===== src/kclc_pkg.sv =====
// ----------------------------------------------------------------------------
// kclc_pkg
// Shared codes for the keypad code lock: result events, door modes, key codes,
// configuration register indexes and the constants of the seconds display.
// ----------------------------------------------------------------------------
package kclc_pkg;

  localparam int ADDR_W = 5;

  typedef enum logic [2:0] {
    REG_CODE_DIGITS   = 3'd0,
    REG_CODE_LENGTH   = 3'd1,
    REG_MAX_ATTEMPTS  = 3'd2,
    REG_LOCKOUT_TICKS = 3'd3,
    REG_UNLOCK_TICKS  = 3'd4,
    REG_IR_HOLDOFF    = 3'd5
  } reg_idx_t;

  typedef enum logic [1:0] {
    DOOR_IDLE   = 2'd0,
    DOOR_HOLD   = 2'd1,
    DOOR_ARMED  = 2'd2,
    DOOR_CLOSED = 2'd3
  } door_mode_t;

  typedef enum logic [3:0] {
    EV_NONE      = 4'd0,
    EV_DIGIT     = 4'd1,
    EV_CLEARED   = 4'd2,
    EV_BAD_KEY   = 4'd3,
    EV_EMPTY     = 4'd4,
    EV_GRANTED   = 4'd5,
    EV_WRONG     = 4'd6,
    EV_LOCKOUT   = 4'd7,
    EV_AUTO_RST  = 4'd8,
    EV_SENSOR    = 4'd9,
    EV_ARMED     = 4'd10,
    EV_IGNORED   = 4'd11
  } event_t;

  localparam logic       OP_TICK       = 1'b0;
  localparam logic [3:0] KEY_DIGIT_MAX = 4'd9;
  localparam logic [3:0] KEY_STAR      = 4'd10;
  localparam logic [3:0] KEY_HASH      = 4'd11;
  localparam logic [3:0] FAIL_MAX      = 4'd15;

  // remaining / 1000 as a multiply by a rounded-up reciprocal, exact below 2^16
  localparam logic [32:0] SEC_RECIP = 33'd67109;
  localparam int          SEC_SHIFT = 26;

  localparam logic [31:0] RST_CODE_DIGITS   = 32'd26214;
  localparam logic [3:0]  RST_CODE_LENGTH   = 4'd4;
  localparam logic [3:0]  RST_MAX_ATTEMPTS  = 4'd3;
  localparam logic [15:0] RST_LOCKOUT_TICKS = 16'd5000;
  localparam logic [15:0] RST_UNLOCK_TICKS  = 16'd3000;
  localparam logic [15:0] RST_IR_HOLDOFF    = 16'd500;

endpackage


===== src/keypad_code_lock_controller_unit.sv =====
// ----------------------------------------------------------------------------
// keypad_code_lock_controller_unit
// Keypad combination lock with failure lockout, open hold and sensor close.
// Latency: a result is valid in the cycle after its item is accepted.
// Throughput: one key or tick per cycle; the only limit is the result register,
// and an item is held off only while a finished result is stalled.
// Reset: synchronous rst restores the register defaults and idles the lock;
// no clearing pass, the block takes items in the first cycle after reset.
// ----------------------------------------------------------------------------
module keypad_code_lock_controller_unit #(
  parameter int MAX_DIGITS = 8,
  parameter int TIMER_BITS = 16
) (
  input  logic                      clk,
  input  logic                      rst,
  // configuration port
  input  logic                      psel,
  input  logic                      penable,
  input  logic                      pwrite,
  input  logic [kclc_pkg::ADDR_W-1:0] paddr,
  input  logic [31:0]               pwdata,
  output logic [31:0]               prdata,
  output logic                      pready,
  // item channel
  input  logic                      item_valid,
  output logic                      item_stall,
  input  logic                      op,
  input  logic [3:0]                key_code,
  input  logic                      ir_low,
  // result channel
  output logic                      result_valid,
  input  logic                      result_stall,
  output logic                      lock_open,
  output logic                      lamp_on,
  output logic                      locked_out,
  output logic [1:0]                door_mode,
  output logic [3:0]                event_res,
  output logic [3:0]                failures,
  output logic [3:0]                digits_entered,
  output logic [6:0]                seconds_left
);
  import kclc_pkg::*;

  localparam int ENTRY_W = 4 * MAX_DIGITS;
  localparam int CNT_W   = $clog2(MAX_DIGITS + 2);
  localparam int CW      = (TIMER_BITS > 16) ? TIMER_BITS : 16;

  // configuration registers
  logic [31:0] code_digits;
  logic [3:0]  code_length;
  logic [3:0]  max_attempts;
  logic [15:0] lockout_ticks;
  logic [15:0] unlock_ticks;
  logic [15:0] ir_holdoff_ticks;

  // controller state
  door_mode_t            mode_reg, mode_next;
  logic [ENTRY_W-1:0]    entry_digits, entry_digits_next;
  logic [CNT_W-1:0]      entry_count, entry_count_next;
  logic [3:0]            failure_count, failure_count_next;
  logic                  lockout_flag, lockout_flag_next;
  logic [TIMER_BITS-1:0] lockout_elapsed, lockout_elapsed_next;
  logic [TIMER_BITS-1:0] hold_elapsed, hold_elapsed_next;
  logic [TIMER_BITS-1:0] sensor_elapsed, sensor_elapsed_next;
  event_t                ev_next;

  logic accept;
  logic cfg_write;

  logic [ENTRY_W+31:0]   code_wide;
  logic [ENTRY_W-1:0]    code_ext;
  logic                  nib_diff;
  logic                  code_match;
  logic [4:0]            cnt5;
  logic [4:0]            cnt5_next;
  logic [4:0]            len5;
  logic [3:0]            fail_inc;
  logic [TIMER_BITS-1:0] lockout_inc;
  logic [TIMER_BITS-1:0] hold_inc;
  logic [TIMER_BITS-1:0] sensor_inc;
  logic [CW-1:0]         lock_el_ext;
  logic [CW-1:0]         lock_lim_ext;
  logic [15:0]           remaining;
  logic [32:0]           sec_prod;
  logic                  open_next;

  function automatic logic [TIMER_BITS-1:0] sat_inc(input logic [TIMER_BITS-1:0] v);
    return (&v) ? v : v + 1'b1;
  endfunction

  assign accept     = item_valid && !item_stall;
  assign item_stall = result_valid && result_stall;
  assign pready     = 1'b1;
  assign cfg_write  = psel && penable && pwrite && pready;

  // register file
  always_ff @(posedge clk) begin
    if (rst) begin
      code_digits      <= RST_CODE_DIGITS;
      code_length      <= RST_CODE_LENGTH;
      max_attempts     <= RST_MAX_ATTEMPTS;
      lockout_ticks    <= RST_LOCKOUT_TICKS;
      unlock_ticks     <= RST_UNLOCK_TICKS;
      ir_holdoff_ticks <= RST_IR_HOLDOFF;
    end else if (cfg_write) begin
      case (paddr[4:2])
        REG_CODE_DIGITS:   code_digits      <= pwdata;
        REG_CODE_LENGTH:   code_length      <= pwdata[3:0];
        REG_MAX_ATTEMPTS:  max_attempts     <= pwdata[3:0];
        REG_LOCKOUT_TICKS: lockout_ticks    <= pwdata[15:0];
        REG_UNLOCK_TICKS:  unlock_ticks     <= pwdata[15:0];
        REG_IR_HOLDOFF:    ir_holdoff_ticks <= pwdata[15:0];
        default: ;
      endcase
    end
  end

  always_comb begin
    case (paddr[4:2])
      REG_CODE_DIGITS:   prdata = code_digits;
      REG_CODE_LENGTH:   prdata = {28'd0, code_length};
      REG_MAX_ATTEMPTS:  prdata = {28'd0, max_attempts};
      REG_LOCKOUT_TICKS: prdata = {16'd0, lockout_ticks};
      REG_UNLOCK_TICKS:  prdata = {16'd0, unlock_ticks};
      REG_IR_HOLDOFF:    prdata = {16'd0, ir_holdoff_ticks};
      default:           prdata = 32'd0;
    endcase
  end

  // code compare, nibble by nibble up to code_length
  assign code_wide = {{ENTRY_W{1'b0}}, code_digits};
  assign code_ext  = code_wide[ENTRY_W-1:0];
  assign cnt5      = 5'(entry_count);
  assign len5      = {1'b0, code_length};

  always_comb begin
    nib_diff = 1'b0;
    for (int i = 0; i < MAX_DIGITS; i++) begin
      if ((5'(i) < len5) && (entry_digits[4*i +: 4] != code_ext[4*i +: 4])) begin
        nib_diff = 1'b1;
      end
    end
  end

  assign code_match = (code_length != 4'd0) && (len5 <= 5'(MAX_DIGITS)) &&
                      (cnt5 == len5) && !nib_diff;

  assign fail_inc    = (failure_count < FAIL_MAX) ? failure_count + 4'd1 : failure_count;
  assign lockout_inc = sat_inc(lockout_elapsed);
  assign hold_inc    = sat_inc(hold_elapsed);
  assign sensor_inc  = sat_inc(sensor_elapsed);

  always_comb begin
    mode_next            = mode_reg;
    entry_digits_next    = entry_digits;
    entry_count_next     = entry_count;
    failure_count_next   = failure_count;
    lockout_flag_next    = lockout_flag;
    lockout_elapsed_next = lockout_elapsed;
    hold_elapsed_next    = hold_elapsed;
    sensor_elapsed_next  = sensor_elapsed;
    ev_next              = EV_NONE;

    if (op == OP_TICK) begin
      sensor_elapsed_next = sensor_inc;
      if (lockout_flag) begin
        lockout_elapsed_next = lockout_inc;
        if (CW'(lockout_inc) >= CW'(lockout_ticks)) begin
          mode_next            = DOOR_IDLE;
          entry_digits_next    = '0;
          entry_count_next     = '0;
          failure_count_next   = '0;
          lockout_flag_next    = 1'b0;
          lockout_elapsed_next = '0;
          hold_elapsed_next    = '0;
          ev_next              = EV_AUTO_RST;
        end
      end else begin
        case (mode_reg)
          DOOR_HOLD: begin
            hold_elapsed_next = hold_inc;
            if (CW'(hold_inc) >= CW'(unlock_ticks)) begin
              mode_next = DOOR_ARMED;
              ev_next   = EV_ARMED;
            end
          end
          DOOR_ARMED: begin
            if (ir_low && (CW'(sensor_inc) > CW'(ir_holdoff_ticks))) begin
              sensor_elapsed_next = '0;
              mode_next           = DOOR_CLOSED;
              ev_next             = EV_SENSOR;
            end
          end
          default: ;
        endcase
      end
    end else if (lockout_flag) begin
      ev_next = EV_IGNORED;
    end else if (key_code <= KEY_DIGIT_MAX) begin
      if (cnt5 < 5'(MAX_DIGITS)) begin
        entry_digits_next = (entry_digits << 4) | ENTRY_W'(key_code);
        entry_count_next  = entry_count + 1'b1;
      end else begin
        // overlong entry: digits kept, count marks it as never matching
        entry_count_next = CNT_W'(MAX_DIGITS + 1);
      end
      ev_next = EV_DIGIT;
    end else if (key_code == KEY_STAR) begin
      entry_digits_next = '0;
      entry_count_next  = '0;
      ev_next           = EV_CLEARED;
    end else if (key_code == KEY_HASH) begin
      if (entry_count == '0) begin
        ev_next = EV_EMPTY;
      end else if (code_match) begin
        mode_next          = DOOR_HOLD;
        hold_elapsed_next  = '0;
        failure_count_next = '0;
        entry_digits_next  = '0;
        entry_count_next   = '0;
        ev_next            = EV_GRANTED;
      end else begin
        failure_count_next = fail_inc;
        entry_digits_next  = '0;
        entry_count_next   = '0;
        if (fail_inc >= max_attempts) begin
          lockout_flag_next    = 1'b1;
          lockout_elapsed_next = '0;
          ev_next              = EV_LOCKOUT;
        end else begin
          ev_next = EV_WRONG;
        end
      end
    end else begin
      ev_next = EV_BAD_KEY;
    end
  end

  // lockout countdown display
  assign lock_el_ext  = CW'(lockout_elapsed_next);
  assign lock_lim_ext = CW'(lockout_ticks);
  assign remaining    = (lock_el_ext < lock_lim_ext) ? 16'(lock_lim_ext - lock_el_ext) : 16'd0;
  assign sec_prod     = 33'(remaining) * SEC_RECIP;
  assign cnt5_next    = 5'(entry_count_next);
  assign open_next    = (mode_next == DOOR_HOLD) || (mode_next == DOOR_ARMED);

  always_ff @(posedge clk) begin
    if (rst) begin
      mode_reg        <= DOOR_IDLE;
      entry_digits    <= '0;
      entry_count     <= '0;
      failure_count   <= '0;
      lockout_flag    <= 1'b0;
      lockout_elapsed <= '0;
      hold_elapsed    <= '0;
      sensor_elapsed  <= '0;
      result_valid    <= 1'b0;
    end else begin
      if (accept) begin
        mode_reg        <= mode_next;
        entry_digits    <= entry_digits_next;
        entry_count     <= entry_count_next;
        failure_count   <= failure_count_next;
        lockout_flag    <= lockout_flag_next;
        lockout_elapsed <= lockout_elapsed_next;
        hold_elapsed    <= hold_elapsed_next;
        sensor_elapsed  <= sensor_elapsed_next;
        result_valid    <= 1'b1;
      end else if (!result_stall) begin
        result_valid <= 1'b0;
      end
    end
  end

  // result beat, no reset needed on payload
  always_ff @(posedge clk) begin
    if (accept) begin
      lock_open      <= open_next;
      lamp_on        <= open_next;
      locked_out     <= lockout_flag_next;
      door_mode      <= mode_next;
      event_res      <= ev_next;
      failures       <= failure_count_next;
      digits_entered <= (cnt5_next > 5'd15) ? 4'd15 : cnt5_next[3:0];
      seconds_left   <= lockout_flag_next ? 7'(sec_prod >> SEC_SHIFT) + 7'd1 : 7'd0;
    end
  end

endmodule


===== config.mk =====
export PLATFORM = sky130hd
export DESIGN_NAME = keypad_code_lock_controller_unit
export DESIGN_NICKNAME = d
export VERILOG_FILES = /design/src/kclc_pkg.sv /design/src/keypad_code_lock_controller_unit.sv
export SDC_FILE = /design/constraint.sdc
export NUM_CORES = 1
export LEC_CHECK = 0
export ABC_AREA = 1
export BUFFER_PORTS_ARGS = -buffer_cell sky130_fd_sc_hd__clkbuf_2
export CAP_MARGIN = 5
export CORE_MARGIN = 10
export CORE_UTILIZATION = 60
export CTS_BUF_LIST = sky130_fd_sc_hd__clkbuf_2 sky130_fd_sc_hd__clkbuf_4 sky130_fd_sc_hd__clkbuf_8
export CTS_CLUSTER_SIZE = 14
export DETAILED_ROUTE_END_ITERATION = 6
export PLACE_DENSITY_LB_ADDON = 0.08
export SKIP_CTS_REPAIR_TIMING = 1
export SYNTH_ARGS = -nofsm -noshare
export SYNTH_HDL_FRONTEND = slang
export SYNTH_SLANG_ARGS = --single-unit

===== constraint.sdc =====
create_clock -name clk -period 19.52 [get_ports clk]
set_clock_uncertainty 0.05 [all_clocks]
set_input_delay 2.928 -clock clk [delete_from_list [all_inputs] [get_ports clk]]
set_output_delay 2.928 -clock clk [all_outputs]
set_load 0.005 [all_outputs]

==> metrics.yaml <==
status:
  run_status: "complete, no violations"
floorplan:
  die-area_sq_mm: 0.03431
  coreArea_sq_mm: 0.02688
  die_height_um: 185.2
  std_cell_rows: 60
  top_level_ports: 109
  chipWidth_um: 185.2
  start_util_pct: 60.95
drt:
  detailedRoute.firstIterationViolations: 1559
  antenna_left: 0
  wire_per_inst_um: 17.49
  routed_wirelength_um: 47540
  drt_pre_antenna_iters: 6
  drc_errors: 0
  routed-via-count: 15720
  detail_route.vias_per_cell: 5.782
global_routing:
  grt_max_degree: 105
  first_pass_grt_wire_length_um: 76000
  antenna_found_initial: 0
  gr-total-overflow: 0
  groute.usage.overall_pct: 27.42
  grt_pass1_vias: 14850
clocking:
  cts-htree-levels: 2
  clk_pin_slew_ns: 0.05
  clock-root-buffer: "sky130_fd_sc_hd__clkbuf_8"
  tritoncts: "done"
  cts.path.max_buffers: 3
  cts_buffers: 39
  clk_latency_ns: 0.54
  clock_sink_count: 203
synth:
  netlist.area_leader.share_pct: 22.00
  async_flop_share_pct: 0
  synth_edf_count: 23
  syn_nets: 2568
  post_synth_inst_count: 2270
  post_synthesis_area_per_instance_sq_um: 7.216
  synthFlopType: "sky130_fd_sc_hd__dfxtp_1"
  yosysSeqAreaShare_pct: 26.22
  yosys_register_bits: 203
  yosys_warnings: 0
  ys_types: 61
  post_synthesis_instance_area_sq_mm: 0.01638
  synth_area_leader_cell: "sky130_fd_sc_hd__dfxtp_1"
  synth.top_cells.by_area: "sky130_fd_sc_hd__dfxtp_1 22%, sky130_fd_sc_hd__ha_1 16%, sky130_fd_sc_hd__nand2_1 9.1%"
power_and_ir_drop:
  pwr-share-clk_pct: 28.1
  share_comb_of_total_power_pct: 43.1
  power_report.internal_total_w: 0.0009446
  peakVddDrop_uv: 69.26
  switching_power_as_a_share_of_total_power_pct: 40.59
  p_leak_nw: 8.772
  power.share.sequential_pct: 28.8
  p_sw_w: 0.0006455
  power.density_mw_per_mm2: 88.74
cells_and_area:
  layout_top_registers: "code_digits x32, entry_digits x32"
  nFillCells: 2441
  post_route_cells_drive_above_1_share_pct: 10.64
  diodes: 0
  seq_area_sq_mm: 0.004294
  multi_input_comb_area_sq_mm: 0.01048
  final_nets: 2648
  area.growth.synth_to_final_pct: 9.396
  share_of_the_core_filled_with_cells_pct: 66.67
run:
  max_cap_viol_count: 0
place:
  gp_congestion: 0.9500
  detailed_place_hpwl_um: 36880
  placement.setup.worst_slack_ns: 7.753
  placement.io_buffers: 105
timing:
  final_hold_viol_count: 0
  slew-limit-headroom_pct: 30.14
  rsz_0062_raised_after_global_routing: "false"
  report.final.setup_viol: 0
  worst_pin_slew_ns: 1.044
  finalWorstSetupSlack_ns: 8.236
  max_freq_mhz: 88.62
  finalWorstPathRequiredPeriod_ns: 11.28
  period_share_pct: 57.81
  maxSlewViolCount: 0
  fin_tns_setup_ns: 0
setup_path:
  crit_path_end_kind: "register"
  timing.critical_path.required_ns: 19.75
  cpMostUsedCell: "sky130_fd_sc_hd__nand2_1"
  worst_path_largest_cell_delay_ns: 0.69
  crit_path_max_fanout: 16
  timing.critical_path.from_type: "input port"
  reg2reg_setup_slack_ns: 8.34
  crit_path_slowest_cell: "sky130_fd_sc_hd__a21oi_1"
  worst_ep_arrival_time_ns: 11.51
  worst-setup-path-type: "in -> reg"
hold_path:
  hold_path_class: "reg -> reg"
[area by class of cell]
type                       instances  share of cell area, %
clock buffer                      57                  3.924
clock inverter                    12                 0.6354
inverter                         345                  7.241
multi-input combinational       1645                  58.46
sequential                       203                  23.96
tap                              341                  2.381
timing repair buffer             116                  3.394
[power groups by stage]
stage	sequential, W	clock, W	combinational, W
final	0.000457	0.000448	0.000685
after global routing	0.000459	0.000474	0.000793
after CTS	0.000457	0.000452	0.000687
after detailed placement	0.000465	0	0.000678
after global placement	0.000465	0	0.000664
after floorplan	0.000460	0	0.000513
[cell usage after synthesis (23+ instances only)]
library cell               instances
sky130_fd_sc_hd__nor2_1          161
sky130_fd_sc_hd__edfxtp_1         23
sky130_fd_sc_hd__inv_1           328
sky130_fd_sc_hd__nand3_1         113
sky130_fd_sc_hd__clkbuf_1         65
sky130_fd_sc_hd__nor3_1           39
sky130_fd_sc_hd__xor2_1           36
sky130_fd_sc_hd__ha_1            208
sky130_fd_sc_hd__o21ai_0         174
sky130_fd_sc_hd__fa_1             40
sky130_fd_sc_hd__a21oi_1         244
sky130_fd_sc_hd__nand2_1         396
sky130_fd_sc_hd__dfxtp_1         180
[cells by family (layout without fill, tap and decap cells)]
logic type / after synthesis / in the layout / synth area share (%)
buffers and inverters: 422 / 530 / 9.877
other: 1 / 1 / 0.02289
flip-flops: 203 / 203 / 26.22
AO/OA/AOI/OAI: 543 / 543 / 18.52
XOR/XNOR: 59 / 59 / 3.201
adder cells (fa/ha/maj): 248 / 248 / 20.78
AND/OR/NAND/NOR: 794 / 794 / 21.39
[per-stage QoR]
stage | cell area (sq um) | hold slack (ns) | total power [W] | cells
2_1_floorplan | 16380 | 0.3998 | 0.0009728 | 2270
3_3_place_gp | 17100 | 0.4109 | 0.001129 | 2650
3_5_place_dp | 17100 | 0.4196 | 0.001143 | 2650
4_1_cts | 17920 | 0.4283 | 0.001596 | 2719
5_1_grt | 17920 | 0.4444 | 0.001726 | 2719
6_report | 17920 | 0.4295 | 0.001590 | 2719
[worst max-delay path, delay by kind of cell]
family	cells	cell delay, ns
fa+ha+maj	10	3.48
buf+inv	8	0.85
simple gates	20	2.75
compound gates	7	1.51
[placed cells by master (no fill, tap or decap), types with 9 or more instances in the layout]
master	count
sky130_fd_sc_hd__inv_2	13
sky130_fd_sc_hd__xnor2_1	22
sky130_fd_sc_hd__clkbuf_8	44
sky130_fd_sc_hd__nand3_1	113
sky130_fd_sc_hd__o211ai_1	22
sky130_fd_sc_hd__nand4_1	20
sky130_fd_sc_hd__nor3_1	39
sky130_fd_sc_hd__edfxtp_1	23
sky130_fd_sc_hd__fa_1	40
sky130_fd_sc_hd__a21oi_1	244
sky130_fd_sc_hd__inv_1	327
sky130_fd_sc_hd__clkbuf_4	13
sky130_fd_sc_hd__a211oi_1	11
sky130_fd_sc_hd__buf_4	11
sky130_fd_sc_hd__a221o_1	12
sky130_fd_sc_hd__a31oi_1	14
sky130_fd_sc_hd__nand2_2	16
sky130_fd_sc_hd__clkbuf_2	105
sky130_fd_sc_hd__ha_1	208
sky130_fd_sc_hd__xor2_1	36
sky130_fd_sc_hd__nor2_1	160
sky130_fd_sc_hd__o21ai_1	9
sky130_fd_sc_hd__o21ai_0	174
sky130_fd_sc_hd__o22ai_1	19
sky130_fd_sc_hd__nand2_1	396
sky130_fd_sc_hd__dfxtp_1	180
[routing by layer]
metal	track usage, %	routed length, um
met1	36.49	20380
met2	44.52	21540
met3	5.114	4498
met4	7.217	1126
met5	0	0
[final timing paths]
kind                      start               to  depth (start not counted)
max                 key_code[3]  seconds_left[4]                         45
min             code_digits[19]  code_digits[19]                          2
max reg2reg  lockout_elapsed[0]  seconds_left[4]                         53
min reg2reg     code_digits[19]  code_digits[19]                          2
No activity file was read; power rests on OpenSTA's default activity.
